[src/sv/rmf_pkg.sv]
package rmf_pkg;
   localparam int DEF_MAX_WIDTH  = 1024;
   localparam int DEF_MAX_HEIGHT = 1024;
   localparam int SZ_W           = 11;   // size register / counter width
   localparam int CH_W           = 8;
   localparam int PIX_W          = 24;
   localparam int WIN_N          = 9;
   localparam int FIFO_DEPTH     = 8;
   localparam int FIFO_AW        = $clog2(FIFO_DEPTH);
   localparam int FIFO_CW        = $clog2(FIFO_DEPTH + 1);

   localparam logic [0:0] CSR_IMAGE_WIDTH  = 1'b0;
   localparam logic [0:0] CSR_IMAGE_HEIGHT = 1'b1;

   typedef logic [WIN_N-1:0][CH_W-1:0]  chan_win_type;
   typedef logic [WIN_N-1:0][PIX_W-1:0] pix_win_type;
endpackage

[src/sv/rmf_lane.sv]
// One color channel: ranks every window element, flags the one at rank n/2.
module rmf_lane
   import rmf_pkg::*;
(
   input  logic                  clock,
   input  chan_win_type          vals,
   input  logic [WIN_N-1:0]      mask,
   output chan_win_type          vals_out,
   output logic [WIN_N-1:0]      sel_out
);
   chan_win_type     vals_ff;
   logic [WIN_N-1:0] sel_ff;
   logic [WIN_N-1:0] sel_in;
   logic [3:0]       n_cnt;
   logic [3:0]       rank [WIN_N];

   always_comb begin
      n_cnt = 4'($countones(mask));
      for (int i = 0; i < WIN_N; i++) begin
         rank[i] = '0;
         for (int j = 0; j < WIN_N; j++) begin
            if (mask[j] && ((vals[j] < vals[i]) || (vals[j] == vals[i] && j < i))) begin
               rank[i] = rank[i] + 4'd1;
            end
         end
         sel_in[i] = mask[i] && (rank[i] == (n_cnt >> 1));
      end
   end

   always_ff @(posedge clock) begin
      vals_ff <= vals;
      sel_ff  <= sel_in;
   end

   assign vals_out = vals_ff;
   assign sel_out  = sel_ff;
endmodule

[config.mk]
export PLATFORM = sky130hd
export DESIGN_NAME = rmf_lane
export DESIGN_NICKNAME = d
export VERILOG_FILES = /design/src/sv/rmf_pkg.sv /design/src/sv/rmf_lane.sv
export SDC_FILE = /design/constraint.sdc
export NUM_CORES = 1
export LEC_CHECK = 0
export BUFFER_PORTS_ARGS = -buffer_cell sky130_fd_sc_hd__buf_2
export CORE_ASPECT_RATIO = 0.6
export CORE_MARGIN = 8
export CORE_UTILIZATION = 61
export DETAILED_ROUTE_END_ITERATION = 10
export PLACE_DENSITY = 0.87
export SYNTH_ARGS = -nofsm -noshare
export SYNTH_HDL_FRONTEND = slang
export SYNTH_SLANG_ARGS = --single-unit
export TNS_END_PERCENT = 20
[constraint.sdc]
create_clock -name clock -period 7.08 [get_ports clock]
set_input_delay 0.708 -clock clock [delete_from_list [all_inputs] [get_ports clock]]
set_output_delay 0.708 -clock clock [all_outputs]
set_load 0.02 [all_outputs]
==> key figures <==
Cells and area
  – Number of nets in the final layout: 2,190
  – Area Growth Syn to Fin: 11.44%
  – Filler cell count in the final layout: 1,679
  – Share of cells above drive strength 1: 13.33%
  – Final Util: 69.75%
  – Antenna fix cells: 0

Logic synthesis
  – Flip-flop and latch count after synthesis: 81
  – Top post-synthesis cells by count: ha_1 (354), inv_1 (140), a21oi_1 (116)
  – Post-Synthesis Net Count: 2,022
  – Area of the mapped netlist: 13,230 sq um
  – Share of Yosys cell area claimed by the top area cell type: 33.48%
  – Number of synthesized flops with an enable pin: 0
  – Library cells used by synthesis: 82
  – Top-count cell post-synth: ha_1
  – Post-Syn Instances: 1,582
  – Sequential-to-total area share from yosys stat: 12.26%
  – Top cell type by total area after synthesis: ha_1
  – Dominant cells by area after synthesis: ha_1 (33%), dfxtp_1 (12%), xnor2_1 (5.4%)
  – Synth warn: 0
  – Mapped Avg Cell Area: 8.362 sq um
  – Post-synth ARST share: 0%
  – Prevailing post-synth register cell: dfxtp_1

Hold path
  – Hold WC Path Type: primary input to flip-flop
  – Worst Hold Launch: vals[0]

Die
  – Die height: 130.1 microns
  – DIE WIDTH: 206.1 microns
  – Full die area: 26,810 sq um
  – Area inside the core boundary: 21,140 sq um
  – I/O Pins: 163
  – Count of standard-cell rows: 41
  – Starting density of the core: 62.59%

Routing
  – Detailed Route Iter0 Violations: 1,467
  – Via-to-Cell Ratio: 6.625
  – Vias: 13.48k
  – Number of iterations in the first detailed-routing pass: 8
  – Final routed wire length divided by cell count: 22.34 microns
  – Post-route DRC violation count: 0
  – Routed WL: 45.43 mm
  – Post-detailed-route count of antenna-violating nets: 0

Critical path
  – Critical path data required time: 7.38 ns
  – CP peak stage delay: 0.35 ns
  – Count of buffering cells on the critical path with inverters included: 6
  – Cell type of the slowest stage on the worst timing path: ha_1
  – Critical Path Fanout Max: 8
  – Crit path launch type: primary input
  – Arrival time reported for the critical path endpoint: 6.81 ns
  – Cell class contributing the biggest share of worst-path delay: adder cells
  – Worst Path Class, Setup: primary input to flip-flop
  – Cell repeated most along the worst path: ha_1
  – Worst setup path start: vals[17]
  – Crit. End Element: flip-flop

STA
  – Transition time of the tightest slew-check pin: 1.158 ns
  – Unrepaired setup endpoints after global routing: false
  – Setup-failing EPs final: 0
  – Sum of negative setup slack: 0 ns
  – Clock period minus final worst setup slack: 6.510 ns
  – Period utilisation layout: 91.95%
  – Hold violation total from the final report: 0
  – Slew Limit Headroom: 22.34%
  – Maximum operating frequency: 0.1536 GHz
  – Number of slew-limit violations in the final report: 0

Global routing
  – Global router's overall resource usage: 33.16%
  – GRT overflow: 0
  – Via count of the first global-routing pass: 13.04k
  – Largest net degree at the start of global routing: 17
  – Initial antenna violation count: 0
  – First-pass GRT wire length: 69.88 mm

Power
  – Leakage: 7.270 nW
  – Post-route total power: 0.002938 W
  – Peak VDD IR: 0.1612 mV
  – Power density relative to cell area: 199.3 nW/um^2

Placed design
  – Detailed placer's ending HPWL: 36.69 mm
  – Gpl congestion: 1.000
  – Count of port buffers added during placement: 162

Clock network
  – Cts bufs inserted: 9
  – H-Tree Depth: 3
  – TritonCTS Sinks: 81
  – Clk pin slew, worst setup/hold paths: 0.07 ns
  – Number of buffers on the longest clock path: 2
  – Buffer cell driving the clock tree root: clkbuf_16
  – Clock tree from TritonCTS: built
  – Total setup buffers inserted after CTS: 0
  – # resized after CTS: 0
  – Hold Buf Count CTS: 0

Flow run
  – Max-cap violation count: 0

Status
  – Run status: finished, final reports clean
metrics by stage:
stage	hold WS [ns]	instances	area (sq um)	worst slack, ns
floorplan	0.7357	1582	13230	1.031
global placement	0.8249	2018	14410	0.4909
detailed placement	0.8308	2018	14410	0.3359
CTS	0.4561	2034	14740	0.6864
global route	0.4553	2034	14740	0.2361
finish	0.4550	2034	14740	0.5702
area by class of cell:
type                            instances  area [sq um]  area share [%]
Clock inverter                          7         106.4          0.7214
Tap cell                              279         349.1           2.368
Sequential cell                        81          1622           11.00
Timing Repair Buffer                  172         885.9           6.009
Multi-Input combinational cell       1344         11020           74.76
Inverter                              142         533.0           3.615
Clock buffer                            9         225.2           1.528
state kept, by name, summed over array words and instances (netlist names):
register,cells
sel_out,9
vals_out,72
power breakdown:
part,switching [W],internal (W)
sequential,0.00000784,0.000492
clock,0.000237,0.000316
combinational,0.00110,0.000785
per-layer routing:
metal / vias up / wire length (microns) / global-route usage, %
li1: 6185 / - / -
met1: 6276 / 18440 / 43.10
met5: - / 0 / 0
met4: 0 / 1759 / 13.47
met3: 152 / 6555 / 9.307
met2: 863 / 18680 / 51.31
path summary, 6_finish.rpt:
kind / to / depth (start not counted)
worst max-delay path: sel_out[1] / 35
worst min-delay path: vals_out[0] / 1
cell usage in the layout (no fill, tap or decap), types with 7 or more instances in the layout:
master,instances
inv_1,140
o211ai_1,38
a31oi_1,11
dfxtp_1,81
or2_2,10
o21a_1,25
nand2b_1,16
xnor2_1,81
mux2i_1,12
a211oi_1,13
nor2b_1,38
o22ai_1,8
xnor3_1,7
nand3_1,41
o21ai_0,58
a211o_1,10
nand4_1,69
buf_4,10
buf_2,162
and2_1,16
a21o_1,26
ha_1,354
xor2_1,48
or3_1,7
clkbuf_16,9
nor2_1,79
mux2_2,9
nor3_1,28
nand2_1,98
and3_1,9
a21oi_1,116
logic make-up (layout without fill, tap and decap cells):
group,count (synthesis),in the layout,synth area share [%]
fa+ha+maj,358,358,34.09
buf+inv,157,330,4.483
compound gates,374,374,18.59
flops,81,81,12.26
mux,21,21,1.674
xor+xnor,147,147,11.43
simple gates,444,444,17.48
Note: power is estimated with default switching activity, not from simulation.
