<file path="config.mk">
export PLATFORM = sky130hd
export DESIGN_NAME = rmf_ram
export DESIGN_NICKNAME = d
export VERILOG_FILES = /design/src/sv/rmf_ram.sv
export SDC_FILE = /design/constraint.sdc
export NUM_CORES = 1
export LEC_CHECK = 0
export BUFFER_PORTS_ARGS = -buffer_cell sky130_fd_sc_hd__buf_2
export CORE_ASPECT_RATIO = 1.75
export CORE_MARGIN = 2
export CORE_UTILIZATION = 35
export DETAILED_ROUTE_END_ITERATION = 10
export PLACE_DENSITY = 0.62
export SLEW_MARGIN = 15
export SYNTH_ARGS = -nofsm -noshare
export SYNTH_HDL_FRONTEND = slang
export SYNTH_SLANG_ARGS = --single-unit
</file>
<file path="constraint.sdc">
create_clock -name clock -period 3.1 [get_ports clock]
set_input_delay 0.465 -clock clock [delete_from_list [all_inputs] [get_ports clock]]
set_output_delay 0.465 -clock clock [all_outputs]
set_load 0.1 [all_outputs]
</file>
<file path="src/sv/rmf_ram.sv">
module rmf_ram #(
   parameter int WIDTH = 8,
   parameter int DEPTH = 16
) (
   input  logic                                   clock,
   input  logic                                   wr_en,
   input  logic [(DEPTH > 1 ? $clog2(DEPTH) : 1)-1:0] wr_addr,
   input  logic [WIDTH-1:0]                       wr_data,
   input  logic                                   rd_en,
   input  logic [(DEPTH > 1 ? $clog2(DEPTH) : 1)-1:0] rd_addr,
   output logic [WIDTH-1:0]                       rd_data
);
   logic [WIDTH-1:0] mem_ff [DEPTH];
   logic [WIDTH-1:0] rd_data_ff;

   always_ff @(posedge clock) begin
      if (wr_en) begin
         mem_ff[wr_addr] <= wr_data;
      end
      if (rd_en) begin
         rd_data_ff <= mem_ff[rd_addr];
      end
   end

   assign rd_data = rd_data_ff;
endmodule

</file>
==> results of run 1 <==
==> stage by stage <==
stage | std cells | area, sq um | setup WS, ps | hold WS (ps)
2_1_floorplan | 229 | 5230 | 1140 | 564
3_3_place_gp | 436 | 5570 | 985 | 730
3_5_place_dp | 436 | 5570 | 975 | 744
4_1_cts | 466 | 6160 | 1360 | 431
5_1_grt | 466 | 6160 | 1290 | 435
6_report | 466 | 6160 | 1400 | 436
==> final timing paths <==
path | start | to | slack (ps) | depth (start not counted)
setup / recovery | rd_data[5] | rd_data[5] | 1400 | 1
hold / removal | rd_en | rd_data[2] | 440 | 1
setup reg to reg | mem_ff[9][5] | rd_data[5] | 1620 | 3
hold reg to reg | mem_ff[15][3] | rd_data[3] | 750 | 3
==> metal layers <==
metal / vias up / GRT usage / share of wire
li1: 1064 / - / -
met1: 1275 / 0.154 / 0.37
met2: 74 / 0.234 / 0.56
met3: 21 / 0.0368 / 0.040
met4: 0 / 0.0686 / 0.028
met5: - / 0 / 0
==> sequential cells by signal (all words and copies together), names as in the netlist <==
| name | flops |
|---|---|
| rd_data | 8 |
| mem_ff | 128 |
==> final cells by class <==
class | instances | area (sq um)
Tap cell | 183 | 229
Sequential cell | 136 | 4080
Multi-Input combinational cell | 83 | 1060
Clock buffer | 21 | 440
Fill cell | 1302 | 8600
Timing Repair Buffer | 34 | 203
Clock inverter | 9 | 151
==> logic make-up after synthesis <==
kind of cell,after synthesis,share of synthesized area
and+or+nand+nor,35,0.0314
AOI/OAI and AO/OA,16,0.0230
buffers and inverters,10,0.0165
muxes,32,0.148
DFF,136,0.781
==> power breakdown <==
group          leakage [nW]  switching (W)  internal, W
Clock                 0.287       0.000691      0.00133
Sequential             1.24      0.0000109      0.00207
Combinational         0.520       0.000168    0.0000756
==> placed cells by master (no fill, tap or decap) <==
cell	count
nand2b_1	2
edfxtp_1	136
bufinv_16	4
clkinvlp_4	1
and2b_1	1
nand3b_1	2
a22oi_1	16
or3b_2	1
nand3_1	1
buf_2	26
buf_4	7
and2_1	1
mux4_1	14
clkbuf_16	17
nor3_1	4
clkinv_2	3
buf_12	1
mux4_2	18
nor2b_1	1
nor2_1	13
clkbuf_1	4
clkinv_4	1
nand2_1	9
==> cell usage after synthesis <==
library cell,instances,area share
buf_6,3,0.0065
buf_2,3,0.0029
nor2_1,13,0.0093
and2_1,1,0.0012
mux4_2,18,0.078
or3b_2,1,0.0017
clkdlybuf4s25_2,3,0.0057
nand3b_1,2,0.0029
mux4_1,14,0.070
edfxtp_1,136,0.78
nor3_1,4,0.0038
a22oi_1,16,0.023
nor2b_1,1,0.0012
nand2_1,9,0.0065
buf_4,1,0.0014
and2b_1,1,0.0014
nand3_1,1,0.00096
nand2b_1,2,0.0024
==> reports/metrics.yaml, run 1 <==
outcome:
  status: "completed"
setup_path:
  required_ps: 2630
  path_delay_family: "buffers and inverters"
  worstSetupPathType: "reg -> out"
  cp_num_buf_inv: 1
  crit_slowest_cell: "buf_2"
  crit_fanout: 1
  path_cells: "buf_2"
  critPathLaunchType: "flip-flop"
  arrival_ps: 1240
  critPathCaptureType: "output port"
  slowest_delay_ps: 450
timing:
  clock_skew_ps: 8.62
  worst_pin_slew_ps: 1020
  period_share: 0.549
  max_freq_mhz: 588
  final.min_clock_period_ps: 1700
  hold_violations: 0
  rsz0062_at_grt: "false"
  relSlewSlack: 0.318
  setup_viol: 0
  final-max-slew-violation-count: 0
  fin_setup_tns_ps: 0
route:
  drt_iter0_markers: 192
  first_pass_iters: 4
  postRouteAntennaNets: 0
  num_vias: 2434
  drt_wl_total_mm: 9.97
  drc: 0
  wl_per_cell_um: 21.4
  vias_per_cell: 5.22
placed_design:
  portBuffers: 26
  post-dp-hpwl_mm: 6.63
  gp_congestion: 0.753
global_route:
  grt_pass1_wl_mm: 15.3
  gr-usage-all-layers: 0.137
  grt_max_degree: 33
  grt_pass1_vias: 2692
  grt_antenna_before_repair: 0
  grt_overflow: 0
die:
  die_w_um: 96.4
  die_y_um: 166
  initial_core_util: 0.354
  io_pins: 27
  die-area_sq_um: 16000
  rows: 59
  design.core.area_sq_um: 14800
clock_network:
  cts_root_buf: "clkbuf_16"
  ctsHtreeMaxLevel: 4
  cts_tree: "yes"
  hold_buffers: 0
  cts_setup_buffers: 0
  clock_path_buffers: 2
  clkTransAtPathRegs_ps: 50
  cts_sinks: 136
  clock_latency_ps: 410
  cts-resized-gates: 0
  cts_buffers: 17
final_layout:
  final_nets: 291
  diodes: 0
  layout-drive-gt1-share: 0.279
  final_util: 0.418
  synthToLayoutAreaGrowth_pct: 17.9
yosys:
  syn_area_per_cell_sq_um: 22.8
  ys_ff_latch: 136
  ys_types: 18
  yosysWarnings: 0
  mappedNetlistArea_sq_um: 5230
  syn_inst: 229
  syn_nets: 248
  synth-seq-area-share: 0.781
hold_path:
  hold_path_class: "in -> reg"
power:
  p_total_w: 0.00435
  p_per_area_nw_per_um2: 706
  peakVddDrop_uv: 408
  p_leak_nw: 2.04
job:
  drv_cap: 0
No activity file was read; power rests on OpenSTA's default activity.
==> run 2: changes to the inputs <==
--- a/config.mk
+++ b/config.mk
@@ -10,7 +10,7 @@
 export CORE_MARGIN = 2
 export CORE_UTILIZATION = 35
 export DETAILED_ROUTE_END_ITERATION = 10
-export PLACE_DENSITY = 0.62
+export PLACE_DENSITY = 0.64
 export SLEW_MARGIN = 15
 export SYNTH_ARGS = -nofsm -noshare
 export SYNTH_HDL_FRONTEND = slang
==> constraint.sdc (replaced) <==
create_clock -name clock -period 1.5 [get_ports clock]
set_input_delay 0.225 -clock clock [delete_from_list [all_inputs] [get_ports clock]]
set_output_delay 0.225 -clock clock [all_outputs]
set_load 0.1 [all_outputs]
==> reports/metrics.yaml, run 2 (synthesis results as in run 1) <==
setup_path:
  worst_r2r_endpoint: "rd_data[0]"
  critPathLaunchType: "flip-flop"
  critPathCaptureType: "flip-flop"
  crit_slowest_cell: "mux4_1"
  reg2reg_depth: 3
  rr_startpoint: "mem_ff[1][0]"
  required_ps: 1660
  slowest_delay_ps: 510
  crit_fanout: 1
  path_delay_family: "multiplexers"
  arrival_ps: 1610
  cp_num_buf_inv: 0
  rrSetupSlack_ps: 50
  worstSetupPathType: "reg -> reg"
  path_cells: "mux4_1 -> a22oi_1 -> nand2_1"
timing:
  final.min_clock_period_ps: 1450
  clock_skew_ps: 5.00
  rsz0062_at_grt: "false"
  fin_ws_ps: 46.0
  relSlewSlack: 0.477
  setup_viol: 0
  period_share: 0.969
  final-max-slew-violation-count: 0
  hold_violations: 0
  max_freq_mhz: 688
  worst_pin_slew_ps: 781
die:
  design.core.area_sq_um: 14800
  io_pins: 27
  die_y_um: 166
  die-area_sq_um: 16000
  die_w_um: 96.4
  initial_core_util: 0.354
  rows: 59
clock_network:
  ctsHtreeMaxLevel: 4
  clock_latency_ps: 410
  cts_tree: "yes"
  cts_setup_buffers: 0
  cts_root_buf: "clkbuf_16"
  clkTransAtPathRegs_ps: 50
  cts_buffers: 17
  clock_path_buffers: 2
  cts_sinks: 136
route:
  drt_wl_total_mm: 10.4
  num_vias: 2483
  wl_per_cell_um: 21.1
  first_pass_iters: 6
  postRouteAntennaNets: 0
  vias_per_cell: 5.07
  drc: 0
  drt_iter0_markers: 167
placed_design:
  dp_worst_setup_slack_ps: -258
  gp_congestion: 0.754
  dpl_cell_area_sq_um: 5790
  dp_cells: 459
  post-dp-hpwl_mm: 7.28
  portBuffers: 26
job:
  drv_cap: 0
power:
  p_leak_nw: 2.16
  p_per_area_nw_per_um2: 1410
  p_total_w: 0.00905
  peakVddDrop_uv: 816
final_layout:
  seqCellArea_sq_um: 4080
  final_util: 0.434
  stdcell_area_sq_um: 6400
  final_cell_mix: "edfxtp_1, buf_4, buf_2"
  top_register: "mem_ff"
  synthToLayoutAreaGrowth_pct: 22.5
  final_common_cell: "edfxtp_1"
  multi_input_area_sq_um: 1080
  final.fill_count: 1267
  largest_reg_flops: 128
  layout-drive-gt1-share: 0.355
  fin_cells: 490
  final_nets: 314
  diodes: 0
global_route:
  grt_antenna_before_repair: 0
  grt_max_degree: 19
  grt_pass1_vias: 2804
  gr-usage-all-layers: 0.143
  grt_pass1_wl_mm: 16.0
  grt_overflow: 0
hold_path:
  worstHoldStart: "rd_en"
  hold_path_class: "in -> reg"
  hold_path_end: "rd_data[6]"
  min_path_cells: 1
outcome:
  status: "completed"
[run 2: cell count changes in the layout (fill, tap and decap cells not counted), moves of 2 or more]
cell	delta
buf_4	+20
mux4_1	-2
a22oi_1	-6
clkinv_2	-2
clkinv_1	+4
buf_12	+3
mux4_2	+2
a22oi_2	+6
[run 2: worst max-delay path by stage]
stage / from / depth (start not counted) / to / slack [ps]
5_1_grt: mem_ff[8][3] / 3 / rd_data[3] / 0.2
4_1_cts: rd_data[7] / 1 / rd_data[7] / 20
3_5_place_dp: rd_addr[0] / 5 / rd_data[4] / -260
2_1_floorplan: rd_addr[0] / 5 / rd_data[1] / -1
3_3_place_gp: rd_addr[0] / 5 / rd_data[5] / -270
6_report: mem_ff[1][0] / 3 / rd_data[0] / 50
[run 2: power by group]
group	leakage, nW	switching (W)	internal [W]
logic	0.646	0.000366	0.000198
clock network	0.280	0.00145	0.00274
registers	1.24	0.0000198	0.00428
total	2.16	0.00183	0.00722
[run 2: through the flow]
step           hold WS (ps)  setup TNS, ps
2_1_floorplan           324          -2.89
3_3_place_gp            601          -1700
3_5_place_dp            603          -1780
4_1_cts                 170              0
5_1_grt                 167              0
6_report                171              0
[run 2: timing repair]
item | CTS | global route
endpoints found under the setup margin | 0 | 6
gates resized for setup | 0 | 8
hold buffers | 0 | 0
[run 2: final cells by class]
cell class                      instances  share of cell area
Clock buffer                           20              0.0682
Clock inverter                         11              0.0242
Multi-Input combinational cell         83               0.169
Sequential cell                       136               0.638
Tap cell                              183              0.0358
Timing Repair Buffer                   57              0.0645
[run 2: layer usage]
layer	vias up	track usage	share of wire	wire length, um
met5	-	0	0	0
met4	0	0.0661	0.026	268
met3	19	0.0427	0.035	365
met2	67	0.257	0.58	6000
met1	1287	0.146	0.36	3710
li1	1110	-	-	-
